<file path="src/hw/rtl/hid_keyboard_report_to_key_events_macros.svh">
// Assertion macros used by the keyboard report back end.
// Each assertion runs on the rising edge of clk_i and is switched off while rst_ni is low.
// Under SYNTHESIS the macros expand to nothing.
`ifndef HID_KEYBOARD_REPORT_TO_KEY_EVENTS_MACROS_SVH
`define HID_KEYBOARD_REPORT_TO_KEY_EVENTS_MACROS_SVH
`ifndef SYNTHESIS
`define HKRE_ASSERT(name, prop, msg) \
  name: assert property (@(posedge clk_i) disable iff (!rst_ni) prop) else $error(msg);
`define HKRE_ASSERT_NEVER(name, cond, msg) \
  name: assert property (@(posedge clk_i) disable iff (!rst_ni) !(cond)) else $error(msg);
`else
`define HKRE_ASSERT(name, prop, msg)
`define HKRE_ASSERT_NEVER(name, cond, msg)
`endif
`endif

</file>
<file path="src/hw/rtl/hkre_pkg.sv">
`timescale 1ns / 1ps

package hkre_pkg;

  localparam logic [7:0] USAGE_BACKSPACE = 8'h2A;
  localparam logic [7:0] USAGE_CAPS_LOCK = 8'h39;
  localparam logic [7:0] USAGE_NUM_LOCK  = 8'h53;
  localparam logic [4:0] USAGE_MOD_BASE  = 5'b11100;  // modifier usages are 0xE0..0xE7

  localparam int ADB_DELETE   = 14;
  localparam int ADB_CAPS     = 13;
  localparam int ADB_CONTROL  = 11;
  localparam int ADB_SHIFT    = 10;
  localparam int ADB_OPTION   = 9;
  localparam int ADB_COMMAND  = 8;
  localparam int ADB_NUM      = 7;
  localparam int ADB_CAPS_LED = 1;
  localparam int ADB_NUM_LED  = 0;

  // Modifier bit that is reported at a given place of the event order:
  // LCtrl, RCtrl, LGUI, RGUI, LAlt, RAlt, LShift, RShift.
  function automatic logic [2:0] mod_bit(input int unsigned pos);
    logic [2:0] b;
    case (pos)
      0: b = 3'd0;
      1: b = 3'd4;
      2: b = 3'd3;
      3: b = 3'd7;
      4: b = 3'd2;
      5: b = 3'd6;
      6: b = 3'd1;
      7: b = 3'd5;
      default: b = 3'd0;
    endcase
    return b;
  endfunction

  // Layout of one queued report, lowest bits first:
  // modifier byte, previous keys, current keys, event mask (8 modifier edges,
  // n releases, n presses), press directions, ADB word, LED bits.
  function automatic int ent_off_prev(input int n);
    return 8;
  endfunction
  function automatic int ent_off_cur(input int n);
    return 8 + 8 * n;
  endfunction
  function automatic int ent_off_mask(input int n);
    return 8 + 16 * n;
  endfunction
  function automatic int ent_off_down(input int n);
    return 16 + 18 * n;
  endfunction
  function automatic int ent_off_adb(input int n);
    return 16 + 19 * n;
  endfunction
  function automatic int ent_off_led(input int n);
    return 32 + 19 * n;
  endfunction
  function automatic int ent_width(input int n);
    return 34 + 19 * n;
  endfunction

endpackage

</file>
<file path="src/hw/rtl/hkre_front.sv">
`timescale 1ns / 1ps

module hkre_front import hkre_pkg::*; #(
  parameter int KEY_SLOTS = 6
) (
  input  logic                              clk_i,
  input  logic                              rst_ni,
  input  logic                              in_valid_i,
  output logic                              in_ready_o,
  input  logic [8*(KEY_SLOTS+1)-1:0]        in_data_i,
  output logic                              out_valid_o,
  input  logic                              out_ready_i,
  output logic [ent_width(KEY_SLOTS)-1:0]   out_entry_o
);

  localparam int N  = KEY_SLOTS;

  logic [7:0]     held_q;
  logic [8*N-1:0] prev_q;
  logic           caps_q, caps_d;
  logic           num_q, num_d;
  logic           del_q, del_d;

  logic [7:0]     mods;
  logic [8*N-1:0] cur;
  logic [7:0]     mod_ev;
  logic [N-1:0]   rel, prs, down;
  logic [15:0]    word;
  logic           accept;

  assign mods   = in_data_i[7:0];
  assign cur    = in_data_i[8*N+7:8];
  assign accept = in_valid_i && out_ready_i;

  assign in_ready_o  = out_ready_i;
  assign out_valid_o = in_valid_i;

  // The whole report is classified in the accepting cycle; the state moves with it.
  always_comb begin
    logic hit;
    logic bs_set;
    logic bs_clr;
    logic caps_run;
    logic num_run;
    rel = '0;
    prs = '0;
    down = '0;
    bs_set = 1'b0;
    bs_clr = 1'b0;
    caps_run = caps_q;
    num_run = num_q;
    for (int p = 0; p < 8; p++) begin
      mod_ev[p] = mods[mod_bit(p)] ^ held_q[mod_bit(p)];
    end
    for (int i = 0; i < N; i++) begin
      hit = 1'b0;
      for (int j = 0; j < N; j++) begin
        if (cur[8*j+:8] == prev_q[8*i+:8]) begin
          hit = 1'b1;
        end
      end
      if (prev_q[8*i+:8] != 8'd0 && !hit) begin
        rel[i] = (prev_q[8*i+:8] != USAGE_CAPS_LOCK);
        if (prev_q[8*i+:8] == USAGE_BACKSPACE) begin
          bs_clr = 1'b1;
        end
      end
    end
    for (int j = 0; j < N; j++) begin
      hit = 1'b0;
      for (int i = 0; i < N; i++) begin
        if (prev_q[8*i+:8] == cur[8*j+:8]) begin
          hit = 1'b1;
        end
      end
      if (cur[8*j+:8] == USAGE_BACKSPACE) begin
        bs_set = 1'b1;
      end
      prs[j] = (cur[8*j+:8] != 8'd0) && !hit;
      down[j] = 1'b1;
      if (prs[j] && cur[8*j+:8] == USAGE_CAPS_LOCK) begin
        caps_run = !caps_run;
        down[j] = caps_run;
      end
      if (prs[j] && cur[8*j+:8] == USAGE_NUM_LOCK) begin
        num_run = !num_run;
      end
    end
    caps_d = caps_run;
    num_d = num_run;
    // A held Backspace wins; a released one clears the flag.
    if (bs_set) begin
      del_d = 1'b1;
    end else if (bs_clr) begin
      del_d = 1'b0;
    end else begin
      del_d = del_q;
    end
    word = '0;
    word[ADB_DELETE]   = del_d;
    word[ADB_CAPS]     = caps_d;
    word[ADB_CONTROL]  = mods[0] | mods[4];
    word[ADB_SHIFT]    = mods[1] | mods[5];
    word[ADB_OPTION]   = mods[2] | mods[6];
    word[ADB_COMMAND]  = mods[3] | mods[7];
    word[ADB_NUM]      = num_d;
    word[ADB_CAPS_LED] = caps_d;
    word[ADB_NUM_LED]  = num_d;
  end

  always_comb begin
    out_entry_o = '0;
    out_entry_o[7:0]                          = mods;
    out_entry_o[ent_off_prev(N)+:8*N]         = prev_q;
    out_entry_o[ent_off_cur(N)+:8*N]          = cur;
    out_entry_o[ent_off_mask(N)+:8+2*N]       = {prs, rel, mod_ev};
    out_entry_o[ent_off_down(N)+:N]           = down;
    out_entry_o[ent_off_adb(N)+:16]           = ~word;
    out_entry_o[ent_off_led(N)+:2]            = {caps_d, num_d};
  end

  always_ff @(posedge clk_i or negedge rst_ni) begin
    if (!rst_ni) begin
      held_q <= '0;
      prev_q <= '0;
      caps_q <= 1'b0;
      num_q  <= 1'b0;
      del_q  <= 1'b0;
    end else if (accept) begin
      held_q <= mods;
      prev_q <= cur;
      caps_q <= caps_d;
      num_q  <= num_d;
      del_q  <= del_d;
    end
  end

endmodule

</file>
<file path="src/hw/rtl/hkre_queue.sv">
`timescale 1ns / 1ps

module hkre_queue import hkre_pkg::*; #(
  parameter int Width = 34
) (
  input  logic             clk_i,
  input  logic             rst_ni,
  input  logic             in_valid_i,
  output logic             in_ready_o,
  input  logic [Width-1:0] in_data_i,
  output logic             out_valid_o,
  input  logic             out_ready_i,
  output logic [Width-1:0] out_data_o
);

  logic [Width-1:0] mem_q [2];
  logic             wr_ptr_q, rd_ptr_q;
  logic [1:0]       count_q;
  logic             push, pop;

  assign in_ready_o  = (count_q != 2'd2);
  assign out_valid_o = (count_q != 2'd0);
  assign out_data_o  = mem_q[rd_ptr_q];
  assign push        = in_valid_i && in_ready_o;
  assign pop         = out_valid_o && out_ready_i;

  always_ff @(posedge clk_i) begin
    if (push) begin
      mem_q[wr_ptr_q] <= in_data_i;
    end
  end

  always_ff @(posedge clk_i or negedge rst_ni) begin
    if (!rst_ni) begin
      wr_ptr_q <= 1'b0;
      rd_ptr_q <= 1'b0;
      count_q  <= 2'd0;
    end else begin
      if (push) begin
        wr_ptr_q <= !wr_ptr_q;
      end
      if (pop) begin
        rd_ptr_q <= !rd_ptr_q;
      end
      case ({push, pop})
        2'b10:   count_q <= count_q + 2'd1;
        2'b01:   count_q <= count_q - 2'd1;
        default: count_q <= count_q;
      endcase
    end
  end

endmodule

</file>
<file path="src/hw/rtl/hkre_back.sv">
`timescale 1ns / 1ps
`include "hid_keyboard_report_to_key_events_macros.svh"

module hkre_back import hkre_pkg::*; #(
  parameter int KEY_SLOTS = 6
) (
  input  logic                              clk_i,
  input  logic                              rst_ni,
  input  logic                              in_valid_i,
  output logic                              in_ready_o,
  input  logic [ent_width(KEY_SLOTS)-1:0]   in_entry_i,
  output logic                              out_valid_o,
  input  logic                              out_ready_i,
  output logic                              out_event_o,
  output logic                              out_down_o,
  output logic [7:0]                        out_code_o,
  output logic [15:0]                       out_adb_o,
  output logic [1:0]                        out_led_o,
  output logic                              out_last_o
);

  localparam int N = KEY_SLOTS;
  localparam int M = 9 + 2 * N;  // event slots plus the closing result

  logic           work_valid_q;
  logic [M-1:0]   mask_q;
  logic [7:0]     mods_q;
  logic [8*N-1:0] prev_q, cur_q;
  logic [N-1:0]   down_q;
  logic [15:0]    adb_q;
  logic [1:0]     led_q;

  logic           m_valid_q, m_event_q, m_down_q, m_last_q;
  logic [7:0]     m_code_q;
  logic [15:0]    m_adb_q;
  logic [1:0]     m_led_q;

  logic [M-1:0]   sel;
  logic [7:0]     code;
  logic           dn;
  logic           closing, out_free, step, finish, load;

  // Lowest pending slot goes out next.
  always_comb begin
    sel  = mask_q & (~mask_q + {{(M-1){1'b0}}, 1'b1});
    code = '0;
    dn   = 1'b0;
    for (int p = 0; p < 8; p++) begin
      if (sel[p]) begin
        code = code | {USAGE_MOD_BASE, mod_bit(p)};
        dn   = dn | mods_q[mod_bit(p)];
      end
    end
    for (int i = 0; i < N; i++) begin
      if (sel[8+i]) begin
        code = code | prev_q[8*i+:8];
      end
      if (sel[8+N+i]) begin
        code = code | cur_q[8*i+:8];
        dn   = dn | down_q[i];
      end
    end
  end

  assign closing    = sel[M-1];
  assign out_free   = !m_valid_q || out_ready_i;
  assign step       = work_valid_q && out_free;
  assign finish     = step && closing;
  assign in_ready_o = !work_valid_q || finish;
  assign load       = in_valid_i && in_ready_o;

  always_ff @(posedge clk_i or negedge rst_ni) begin
    if (!rst_ni) begin
      work_valid_q <= 1'b0;
      mask_q       <= '0;
    end else if (load) begin
      work_valid_q <= 1'b1;
      mask_q       <= {1'b1, in_entry_i[ent_off_mask(N)+:8+2*N]};
    end else if (finish) begin
      work_valid_q <= 1'b0;
      mask_q       <= '0;
    end else if (step) begin
      mask_q <= mask_q & ~sel;
    end
  end

  always_ff @(posedge clk_i) begin
    if (load) begin
      mods_q <= in_entry_i[7:0];
      prev_q <= in_entry_i[ent_off_prev(N)+:8*N];
      cur_q  <= in_entry_i[ent_off_cur(N)+:8*N];
      down_q <= in_entry_i[ent_off_down(N)+:N];
      adb_q  <= in_entry_i[ent_off_adb(N)+:16];
      led_q  <= in_entry_i[ent_off_led(N)+:2];
    end
  end

  always_ff @(posedge clk_i or negedge rst_ni) begin
    if (!rst_ni) begin
      m_valid_q <= 1'b0;
    end else if (step) begin
      m_valid_q <= 1'b1;
    end else if (out_ready_i) begin
      m_valid_q <= 1'b0;
    end
  end

  always_ff @(posedge clk_i) begin
    if (step) begin
      m_event_q <= !closing;
      m_down_q  <= closing ? 1'b0 : dn;
      m_code_q  <= closing ? 8'd0 : code;
      m_adb_q   <= closing ? adb_q : 16'd0;
      m_led_q   <= closing ? led_q : 2'd0;
      m_last_q  <= closing;
    end
  end

  assign out_valid_o = m_valid_q;
  assign out_event_o = m_event_q;
  assign out_down_o  = m_down_q;
  assign out_code_o  = m_code_q;
  assign out_adb_o   = m_adb_q;
  assign out_led_o   = m_led_q;
  assign out_last_o  = m_last_q;

  `HKRE_ASSERT(a_closing_pending, work_valid_q |-> mask_q[M-1], "closing slot lost")
  `HKRE_ASSERT(a_step_fills_output, step |=> m_valid_q, "emitted result not shown")
  `HKRE_ASSERT_NEVER(a_last_on_event, m_valid_q && m_event_q && m_last_q, "event marked last")

endmodule

</file>
<file path="src/hw/rtl/hid_keyboard_report_to_key_events.sv">
`timescale 1ns / 1ps
// The first result of a report passes through the queue, the back end's work register and its output register.
// Throughput: one result per cycle unless m_axis_tready stalls the output; a report gives
// one result per event plus the closing status, 1 to 2*KEY_SLOTS+9 results in all.
// Reset: rst_ni clears all key, modifier and lock state and empties the queue and output.

module hid_keyboard_report_to_key_events import hkre_pkg::*; #(
  parameter int KEY_SLOTS = 6
) (
  input  logic                         clk_i,
  input  logic                         rst_ni,
  input  logic                         s_axis_tvalid,
  output logic                         s_axis_tready,
  // From bit 0: modifier_bits, key_slot_0 .. key_slot_(KEY_SLOTS-1), 8 bits each.
  input  logic [8*(KEY_SLOTS+1)-1:0]   s_axis_tdata,
  output logic                         m_axis_tvalid,
  input  logic                         m_axis_tready,
  // From bit 0: key_down (1), event_code (8), adb_reg2 (16), led_bits (2), zero fill (5).
  output logic [31:0]                  m_axis_tdata,
  // has_event (1).
  output logic                         m_axis_tuser,
  // last (1): set on the closing status result of a report.
  output logic                         m_axis_tlast
);

  // The front end compares each report with the stored one as it arrives and
  // updates the key, modifier and lock state in that same cycle. It hands a
  // classified report, with one pending bit per possible event, to a
  // two-entry queue. The back end walks the pending bits from the lowest up,
  // one result per cycle while the output is not stalled, into an output
  // register, and ends every report with the status result. Either side can
  // stall without holding up the other until the queue fills.

  localparam int EW = ent_width(KEY_SLOTS);

  logic          f_valid, f_ready;
  logic [EW-1:0] f_entry;
  logic          q_valid, q_ready;
  logic [EW-1:0] q_entry;
  logic          b_down;
  logic [7:0]    b_code;
  logic [15:0]   b_adb;
  logic [1:0]    b_led;

  hkre_front #(
    .KEY_SLOTS(KEY_SLOTS)
  ) u_front (
    .clk_i       (clk_i),
    .rst_ni      (rst_ni),
    .in_valid_i  (s_axis_tvalid),
    .in_ready_o  (s_axis_tready),
    .in_data_i   (s_axis_tdata),
    .out_valid_o (f_valid),
    .out_ready_i (f_ready),
    .out_entry_o (f_entry)
  );

  hkre_queue #(
    .Width(EW)
  ) u_queue (
    .clk_i       (clk_i),
    .rst_ni      (rst_ni),
    .in_valid_i  (f_valid),
    .in_ready_o  (f_ready),
    .in_data_i   (f_entry),
    .out_valid_o (q_valid),
    .out_ready_i (q_ready),
    .out_data_o  (q_entry)
  );

  hkre_back #(
    .KEY_SLOTS(KEY_SLOTS)
  ) u_back (
    .clk_i       (clk_i),
    .rst_ni      (rst_ni),
    .in_valid_i  (q_valid),
    .in_ready_o  (q_ready),
    .in_entry_i  (q_entry),
    .out_valid_o (m_axis_tvalid),
    .out_ready_i (m_axis_tready),
    .out_event_o (m_axis_tuser),
    .out_down_o  (b_down),
    .out_code_o  (b_code),
    .out_adb_o   (b_adb),
    .out_led_o   (b_led),
    .out_last_o  (m_axis_tlast)
  );

  // Result fields packed from bit 0 and padded with zeros to four bytes.
  assign m_axis_tdata = {5'd0, b_led, b_adb, b_code, b_down};

endmodule
</file>
<file path="config.mk">
export PLATFORM = sky130hd
export DESIGN_NAME = hid_keyboard_report_to_key_events
export DESIGN_NICKNAME = d
export VERILOG_FILES = /design/src/hw/rtl/hkre_pkg.sv /design/src/hw/rtl/hkre_front.sv /design/src/hw/rtl/hkre_queue.sv /design/src/hw/rtl/hkre_back.sv /design/src/hw/rtl/hid_keyboard_report_to_key_events.sv
export VERILOG_INCLUDE_DIRS = /design/src /design/src/hw/rtl
export SDC_FILE = /design/constraint.sdc
export NUM_CORES = 1
export LEC_CHECK = 0
export BUFFER_PORTS_ARGS = -buffer_cell sky130_fd_sc_hd__buf_2
export CORE_ASPECT_RATIO = 2
export CORE_UTILIZATION = 56
export DETAILED_ROUTE_END_ITERATION = 12
export GPL_TIMING_DRIVEN = 0
export PLACE_DENSITY = 0.85
export RECOVER_POWER = 25
export REMOVE_ABC_BUFFERS = 1
export SLEW_MARGIN = 20
export SYNTH_ARGS = -nofsm -noshare
export SYNTH_HDL_FRONTEND = slang
export SYNTH_SLANG_ARGS = --single-unit
</file>
<file path="constraint.sdc">
create_clock -name clk_i -period 6.9 [get_ports clk_i]
set_input_delay 0.345 -clock clk_i [delete_from_list [all_inputs] [get_ports clk_i]]
set_output_delay 0.345 -clock clk_i [all_outputs]
set_load 0.02 [all_outputs]
</file>
Word level (Yosys, flattened, before mapping)
Memory sizes are Yosys's and may differ from the RTL's.
Index checks and enable logic that the tools add are counted.
- $add $sub $neg: 3
- multiply operators: 0
- div/mod/pow operators: 0
- magnitude comparators: 8
- equality and inequality tests: 105
- shifts and indexed selects: 0
- multiplexer cells: 184
- bitwise operators: 49
- reductions and logical operators: 76
- operator list (kind ; number):
    equality test 8 bit ; 72
    two-way mux 8 bit ; 20
    bitwise OR 8 bit ; 19
    equality test 8 x 6 -> 1 bit, second input constant ; 18
    two-way mux 1 bit ; 144
    nonzero test 8 bit ; 12
    two-way mux 21 bit ; 3
    equality test 8 x 7 -> 1 bit, second input constant ; 6
    inequality test 8 x 6 -> 1 bit, second input constant ; 6
    bitwise AND 21 bit ; 2
    NOT 21 bit ; 2
    < comparator 3 x 4 -> 1 bit, second input constant ; 8
    logical NOT 1 bit ; 29
    logical AND 1 bit ; 28
    binary-select mux 1 bit (select 3 bit) ; 8
    two-way mux 3 bit ; 8
    adder 21 x 1 -> 21 bit, second input constant ; 1
    bitwise OR 1 bit ; 17
    NOT 15 -> 16 bit ; 1
    nonzero test 2 bit ; 4
    bitwise XOR 1 bit ; 8
    case mux 2 bit (2 select lines) ; 1
    nonzero test 3 bit ; 1
    adder 2 x 1 -> 2 bit, second input constant ; 1
    other kinds (5) ; 6
- register bits after elaboration: 243
- bits in latches: 0
- memory bits (writable): 296
- ROM bits: 0
- input port bits: 60
- output and inout port bits: 36
- word-level logic and storage cells: 449
- memories kept: 1
- memory list (name ; depth ; width ; read ports ; clocked after Yosys merged registers in ; write ports ; RTL line ; RTL):
    u_queue.mem_q ; 2 ; 148 ; 1 ; 0 ; 1 ; hkre_queue.sv:16 ; logic [Width-1:0] mem_q [2];

Depth between registers and ports, before layout
Gate-level depths: netlist of the first run.
- depth in word-level cells: 42
- depth in mapped cells: 15
- gate-level depth less buffers: 14

Cells and area by module
From an unflattened synthesis of the first run, not the netlist that was laid out.
- cell total of the unflattened synthesis: 1808
- area, all modules: 25921.1 µm²
- by module, submodules not included (module ; times used ; cells each ; area an instance (µm²) ; seq. area each (µm²)):
    hkre_queue ; 1 ; 478 ; 11299.6 ; 8988.6
    hkre_front ; 1 ; 876 ; 7562.3 ; 1476.4
    hkre_back ; 1 ; 447 ; 7010.5 ; 5290.1
    hid_keyboard_report_to_key_events ; 1 ; 7 ; 48.8 ; 0.0

Worst setup path before layout of the first run
No wires, ideal clock.
- kind: register -> register
- from: register u_queue.count_q[0]
- to: memory u_queue.mem_q[0][0] in the netlist's numbering (enable)
- setup time: 0.640 ns
- data arrival time: 7.094 ns
- required time: 6.260 ns
- setup slack: -0.833 ns
- stages on the path, launching flop included: 6
- buffers on the path: 2
- clock period less this slack: 7.733 ns
- cells stage by stage: dfrtp_1 -> clkbuf_1 -> nand2b_1 -> nand2_1 -> clkbuf_1 -> nor2_1
- word-level cells in the longest chain between the ends: 4
- ends and longest elaborated chain (item ; RTL line ; RTL):
    start, declared ; hkre_queue.sv:18 ; logic [1:0] count_q;
    start signal, assigned ; hkre_queue.sv:46 ; 2'b10: count_q <= count_q + 2'd1;
    start signal, assigned ; hkre_queue.sv:47 ; 2'b01: count_q <= count_q - 2'd1;
    start signal, assigned ; hkre_queue.sv:48 ; default: count_q <= count_q;
    inequality test 2 bit ; hkre_queue.sv:21 ; assign in_ready_o = (count_q != 2'd2);
    net s_axis_tready ; hid_keyboard_report_to_key_events.sv:13 ; output logic s_axis_tready,
    logical AND 1 bit ; hkre_queue.sv:24 ; assign push = in_valid_i && in_ready_o;
    two-way mux 1 bit ; hkre_queue.sv:28 ; if (push) begin
    two-way mux 1 bit (implied by the code) ; hkre_queue.sv:29 ; mem_q[wr_ptr_q] <= in_data_i;
    end, declared ; hkre_queue.sv:16 ;
The timed path passes the listed nets, and every way through them passes these cells.

==> results of run 1 <==
-- critical path, stage by stage --
cell	delay [ns]
dlygate4sd3_1	0.52
clkbuf_1	1.69
clkbuf_1	2.26
-- state kept, by name (all words and copies together) (netlist names), 2 cells and up --
| register | cells |
|---|---|
| u_back.down_q | 6 |
| u_back.prev_q | 48 |
| u_back.cur_q | 48 |
| u_back.out_adb_o | 8 |
| u_back.out_code_o | 8 |
| u_queue.count_q | 2 |
| u_back.out_led_o | 2 |
| u_queue.mem_q | 278 |
| u_back.led_q | 2 |
| u_back.mods_q | 8 |
| u_front.held_q | 8 |
| u_back.mask_q | 21 |
| u_back.adb_q | 7 |
| u_front.prev_q | 48 |
-- per-stage QoR --
stage / util (%) / hold slack (ns) / total power (uW) / cells / area, um2
final: 62.0 / 0.111 / 9150 / 2222 / 25400
after global routing: 62.0 / 0.0972 / 9460 / 2221 / 25400
after CTS: 62.2 / 0.00949 / 9170 / 2221 / 25500
after detailed placement: 58.7 / 0.283 / 6660 / 2145 / 24000
after global placement: 57.6 / 0.469 / 6600 / 2129 / 23600
after floorplan: - / 0.0494 / 5880 / 1504 / 22500
-- layout make-up --
type,instances,area share [%]
clock buffers,50,4.37
well taps,535,2.63
diodes,1,0.00985
inverters,18,0.295
clock inverters,25,1.39
flip-flops and latches,504,57.9
multi-input cells,982,30.5
repair buffers,107,2.91
-- kinds of logic (layout without fill, tap and decap cells) --
family                     Yosys count  in the layout
DFF                                504            504
AOI/OAI and AO/OA                  115            115
xor gates and xnor gates           306            306
muxes                              197            197
other                                1              6
and+or+nand+nor                    352            352
buffers and inverters              164            200
adders and majority gates            7              7
-- worst paths after layout --
check	startpoint	end	slack (ns)	cells past startpoint
worst max register to register	u_front.prev_q[9]$_DFFE_PN0P_	u_queue.mem_q[1][143]$_DFFE_PP_	1.97	13
worst min-delay path	s_axis_tdata[1]	u_queue.mem_q[1][1]$_DFFE_PP_	0.11	1
max in group clk_i	u_front.prev_q[9]$_DFFE_PN0P_	u_queue.mem_q[1][143]$_DFFE_PP_	1.97	13
worst min register to register	u_front.del_q$_DFFE_PN0P_	u_front.del_q$_DFFE_PN0P_	0.51	1
min in group asynchronous	rst_ni	u_front.prev_q[13]$_DFFE_PN0P_	1.06	2
worst max-delay path	rst_ni	u_front.prev_q[31]$_DFFE_PN0P_	1.95	3
-- what timing repair did --
action                    in CTS  in global routing
resized for setup              0                  0
hold endpoints to repair      37                  0
hold buffers                   1                  0
-- layer usage --
| layer | wire (um) | vias up |
|---|---|---|
| li1 | - | 6054 |
| met1 | 20000 | 7010 |
| met2 | 31400 | 780 |
| met3 | 3840 | 291 |
| met4 | 5770 | 0 |
| met5 | 0 | - |
-- cells in the mapped netlist (8+ instances only) --
master / n / area, um2
a21oi_1: 10 / 50.1
a221o_1: 19 / 190
a22oi_1: 12 / 90.1
and2_1: 10 / 62.6
and3_1: 19 / 119
buf_1: 9 / 33.8
buf_2: 77 / 385
buf_4: 15 / 113
clkbuf_1: 42 / 158
dfrtp_1: 86 / 2150
edfxtp_1: 418 / 12600
inv_1: 18 / 67.6
mux2_2: 176 / 1980
mux2i_1: 21 / 210
nand2_1: 54 / 203
nand3_1: 38 / 190
nand4_1: 61 / 382
nor2_1: 74 / 278
nor3_1: 18 / 90.1
nor4_1: 47 / 294
o211ai_1: 8 / 60.1
o21ai_1: 20 / 100
xnor2_1: 199 / 1740
xor2_1: 106 / 928
-- where the power goes --
part	total, uW	switching (uW)	internal [uW]
Clock	2520	1090	1430
Combinational	1760	881	881
Sequential	4860	819	4050
Total	9150	2790	6360
-- placed cells by master, fill, tap and decap left out, types with 8 or more instances in the layout --
cell type	Yosys	routed
and2_1	10	10
buf_16	0	9
xnor2_1	199	199
a221o_1	19	19
o211ai_1	8	8
clkbuf_16	0	42
inv_1	18	16
mux2_2	176	176
edfxtp_1	418	418
a22oi_1	12	12
nand4_1	61	61
mux2i_1	21	21
nand3_1	38	38
buf_2	77	33
nor3_1	18	17
a21oi_1	10	10
xor2_1	106	106
nand2_1	54	53
nor2_1	74	73
and3_1	19	18
clkbuf_1	42	63
o21ai_1	20	20
nor4_1	47	46
dfrtp_1	86	85
==> impl_summary.txt, run 1 <==
----------------------------------------------------
[Logic synthesis]
  Dominant combinational cell family by area after synthesis ... XOR/XNOR gates
  Sequential fraction of the synthesis area ... 63.4%
  Synth Area in XOR/XNOR ... 11.6%
  Share of synthesized area spent on multiplexers ... 9.45%
  Basic-gate share of the synthesized area counting and, or, nand and nor cells ... 8.08%
  Total number of yosys warnings ... 0
  Adder-cell share of the synthesized area ... 0.378%
  Synthesized area per cell ... 14.1 um2
  Async set-or-reset flop fraction in the synthesized netlist ... 17.1%
  Number of enable flip-flop cells after synthesis ... 418
  Post-synthesis register bit count ... 504
  Most used flip-flop cell after synthesis ... edfxtp_1
  Post-synthesis compound-gate area fraction ... 3.67%
  Synth Cell Area ... 23200 um2
  Count of distinct cell types in the synthesized netlist ... 59
  Number of standard cells after synthesis ... 1646

[Route]
  Overall routed net length ... 61000 um
  Vias per std cell ... 6.36
  # DRC ... 0
  Residual antenna-violating net count after detailed routing ... 0
  Routed WL per cell ... 27.4 um
  Drt initial violations ... 1385
  Vias after detailed routing ... 14135
  First-pass DRT Iterations ... 6

[Final layout]
  Multi-input gate area in the final layout ... 7760 um2
  Share of post-route cells with drive strength above 1 ... 18.3%
  Sequential cell area ... 14700 um2
  Synth-to-layout area growth ... 9.56%
  Number of nets in the layout ... 1721
  Fill count ... 2974

[STA]
  Final count of hold timing violations ... 0
  Transition time at the pin with the least slew margin ... 3.09 ns
  Final cycle utilization of the critical path ... 71.7%
  RSZ-0062 raised after global routing ... no
  Setup slack of the critical path after layout ... 1.95 ns
  Worst slew margin relative to its limit ... -106%
  Clock period minus final worst setup slack ... 4.95 ns
  Top achievable clock speed ... 202 MHz
  Setup Total Neg Slack ... 0 ns
  Count of endpoints failing setup in the final report ... 0
  Final Max Tran Viols ... 89
  Final Skew ... 0.0172 ns

[Critical path]
  Category of the worst setup path launch point ... input port
  Crit path max fanout ... 49
  Endpoint required time on the critical path ... 6.87 ns
  Kind of capture point of the worst setup path ... asynchronous set/reset pin
  Worst setup path class ... input port to asynchronous set/reset pin
  Arrival time reported for the critical path endpoint ... 4.92 ns

[Clocking]
  Clock root cell ... clkbuf_16
  Clock network latency to the later pin of the worst-skew pair ... 0.56 ns
  Post-CTS setup repair buffer count ... 0
  Clock buffers created by TritonCTS ... 41
  TritonCTS clock tree ... done
  Htree depth ... 2
  Count of clock tree sinks ... 504
  Worst-case clock buffer depth ... 3
  Clock input transition at the sequential cells of the worst setup and hold paths ... 0.07 ns

[GRT]
  Fraction of met1 tracks used by global routing ... 30.8%
  Met2 track demand over resource in global routing ... 51.2%
  First-pass GRT wire length ... 89600 um
  Gr ovfl total ... 0
  Initial antenna violation count ... 0
  Combined global-route utilization of all metal layers ... 29.1%
  Vias in the first global route ... 14550
  Pin count of the biggest net entering global routing ... 64
  GR met3 Demand/Resource ... 3.44%
  Most crowded layer after global routing ... met2

[Placement]
  Routability congestion estimate from global placement ... 0.939
  Pre-CTS setup slack ... 2.26 ns
  Input/output buffers ... 90
  HPWL Detailed ... 41500 um

[Die]
  Height of the die ... 290 um
  Starting utilization of the core area ... 56.6%
  Ports placed on the boundary ... 96
  Die boundary width ... 146 um
  Floorplan core area ... 41000 um2
  Standard-cell rows ... 105
  Die area ... 42300 um2

[Run]
  Max-Cap Viols ... 2

[Power]
  Largest voltage drop on the vdd net ... 0.000285 V
  Pwr per Cell Area ... 360 nW/um2
  Pleak ... 0.00841 uW

[Status]
  Run status ... complete, but fails checks
  Failing checks ... capacitance limit, slew limit

[Hold path]
  Worst hold-check path type ... input port to register

----------------------------------------------------
(Power assumes the default switching activity.)
==> run 2, diff against run 1 <==
--- a/config.mk
+++ b/config.mk
@@ -8,10 +8,10 @@
 export LEC_CHECK = 0
 export BUFFER_PORTS_ARGS = -buffer_cell sky130_fd_sc_hd__buf_2
 export CORE_ASPECT_RATIO = 2
-export CORE_UTILIZATION = 56
+export CORE_UTILIZATION = 62
 export DETAILED_ROUTE_END_ITERATION = 12
 export GPL_TIMING_DRIVEN = 0
-export PLACE_DENSITY = 0.85
+export PLACE_DENSITY = 0.89
 export RECOVER_POWER = 25
 export REMOVE_ABC_BUFFERS = 1
 export SLEW_MARGIN = 20
==> constraint.sdc (replaced) <==
create_clock -name clk_i -period 4.7 [get_ports clk_i]
set_input_delay 0.235 -clock clk_i [delete_from_list [all_inputs] [get_ports clk_i]]
set_output_delay 0.235 -clock clk_i [all_outputs]
set_load 0.02 [all_outputs]
==> impl_summary.txt, run 2 (synthesis results as in run 1) <==
----------------------------------------------------
[Final layout]
  Commonest non-fill, non-tap cells in the layout ... 418 x edfxtp_1, 199 x xnor2_1, 176 x mux2_2
  Number of flip-flops in the largest register ... 278
  Synth-to-layout area growth ... 9.27%
  Final non-filler cell area ... 25300 um2
  Number of nets in the layout ... 1731
  N_diodes ... 0
  Share of post-route cells with drive strength above 1 ... 18.9%
  Number of standard cells in the final layout excluding fillers ... 2149
  Most common cell after layout, fill and taps aside ... edfxtp_1
  Most flop-heavy register ... u_queue.mem_q

[Die]
  Ports placed on the boundary ... 96
  Die boundary width ... 139 um
  Height of the die ... 276 um
  Floorplan core area ... 36700 um2
  Die area ... 38200 um2
  Starting utilization of the core area ... 63.3%
  Standard-cell rows ... 99

[Critical path]
  Crit path max fanout ... 12
  Stage delay of the slowest cell on the critical path ... 0.57 ns
  Buffers & Inverters on Critical Path ... 1
  Crit path cell chain ... xnor2_1 -> nand4_1 -> nor2_1 -> a2111oi_1 -> nand3_1 -> nor4_2 -> ha_1 -> ha_1 -> ha_1 -> ha_1 -> ha_1 -> ha_1 -> inv_1 -> o21ai_0
  Cell with the largest stage delay on the worst path ... dfrtp_2
  Endpoint required time on the critical path ... 5.16 ns
  Top cell by count, worst path ... ha_1
  Kind of capture point of the worst setup path ... register
  Arrival time reported for the critical path endpoint ... 5.17 ns
  Worst setup path class ... register to register
  Crit path max-delay family ... adder cells
  Category of the worst setup path launch point ... register

[STA]
  Count of endpoints failing setup in the final report ... 3
  Setup Total Neg Slack ... -0.0238 ns
  Clock period minus final worst setup slack ... 4.71 ns
  Final Skew ... 0.0223 ns
  Setup slack of the critical path after layout ... -0.0123 ns
  Final Max Tran Viols ... 38
  Transition time at the pin with the least slew margin ... 2.40 ns
  Final cycle utilization of the critical path ... 100%
  RSZ-0062 raised after global routing ... no
  Top achievable clock speed ... 212 MHz
  Final count of hold timing violations ... 0
  Worst slew margin relative to its limit ... -59.7%

[Placement]
  Pre-CTS setup slack ... -0.147 ns
  Cells after DPL ... 2065
  Input/output buffers ... 90
  HPWL Detailed ... 42300 um
  Routability congestion estimate from global placement ... 0.980
  Placed cell area ... 24000 um2

[GRT]
  Gr ovfl total ... 0
  Combined global-route utilization of all metal layers ... 33.5%
  Pin count of the biggest net entering global routing ... 65
  Vias in the first global route ... 14814
  Initial antenna violation count ... 0
  First-pass GRT wire length ... 92200 um

[Clocking]
  Htree depth ... 2
  TritonCTS clock tree ... done
  Worst-case clock buffer depth ... 3
  Count of clock tree sinks ... 504
  Post-CTS setup repair buffer count ... 0
  Clock root cell ... clkbuf_16
  Clock input transition at the sequential cells of the worst setup and hold paths ... 0.07 ns
  Clock network latency to the later pin of the worst-skew pair ... 0.56 ns
  Clock buffers created by TritonCTS ... 41

[Route]
  Drt initial violations ... 1579
  Overall routed net length ... 63100 um
  # DRC ... 13
  Vias after detailed routing ... 14298
  Vias per std cell ... 6.65
  First-pass DRT Iterations ... 11
  Residual antenna-violating net count after detailed routing ... 0
  Routed WL per cell ... 29.3 um

[Power]
  Pwr per Cell Area ... 525 nW/um2
  Pleak ... 0.00841 uW
  Largest voltage drop on the vdd net ... 0.000381 V
  Total power consumption of the routed design ... 13300 uW

[Status]
  Run status ... complete, but fails checks
  Failing checks ... DRC, capacitance limit, slew limit, setup timing

[Run]
  Max-Cap Viols ... 1

[Hold path]
  Worst hold-check path type ... input port to register

----------------------------------------------------
## run 2: power by group
group	switching [uW]	internal, uW	leakage (uW)
Sequential	1240	5950	0.00478
Clock	1560	1910	0.000665
Combinational	1320	1310	0.00297
Total	4130	9180	0.00841
## run 2: cell type report
class                   instances  area (um2)
clock buffers                  57        1160
clock inverters                17         203
fillers                      2343       11300
inverters                      18        80.1
multi-input cells             982        7760
flip-flops and latches        504       14700
well taps                     454         568
repair buffers                117         847
## run 2: per-layer routing
layer / track usage, % / share of wire (%)
met5: 0 / 0
met4: 26.0 / 8.1
met3: 4.15 / 6.6
met2: 61.2 / 53
met1: 35.2 / 32
## run 2: worst reg2reg max path, stage by stage, from the launching register on
cell	delay, ns
dfrtp_2	0.57
xnor2_1	0.21
nand4_1	0.14
nor2_1	0.09
a2111oi_1	0.56
nand3_1	0.35
nor4_2	0.55
ha_1	0.34
ha_1	0.31
ha_1	0.31
ha_1	0.29
ha_1	0.29
ha_1	0.34
inv_1	0.09
o21ai_0	0.17
## run 2: what timing repair did
item,CTS,global route
cloned,0,0
endpoints found under the hold margin,75,0
hold buffers,10,0
gates resized for setup,6,18
setup endpoints to repair,5,6
## run 2: final timing paths
kind                                                   to  slack, ns  cells past startpoint                     startpoint
hold / removal               u_queue.wr_ptr_q$_DFFE_PN0P_       0.22                      3                  s_axis_tvalid
max in group asynchronous  u_front.prev_q[45]$_DFFE_PN0P_       1.20                      3                         rst_ni
setup / recovery               u_front.caps_q$_DFFE_PN0P_      -0.01                     14  u_front.prev_q[9]$_DFFE_PN0P_
hold reg to reg                 u_front.del_q$_DFFE_PN0P_       0.50                      1      u_front.del_q$_DFFE_PN0P_
setup reg to reg               u_front.caps_q$_DFFE_PN0P_      -0.01                     14  u_front.prev_q[9]$_DFFE_PN0P_
min in group asynchronous   u_front.prev_q[9]$_DFFE_PN0P_       0.94                      2                         rst_ni
## run 2: through the flow
step	hold slack [ns]	utilization, %
finish	0.219	69.1
global route	0.229	69.1
CTS	0.0855	69.4
detailed placement	0.168	65.3
global placement	0.468	64.1
floorplan	-0.0606	-
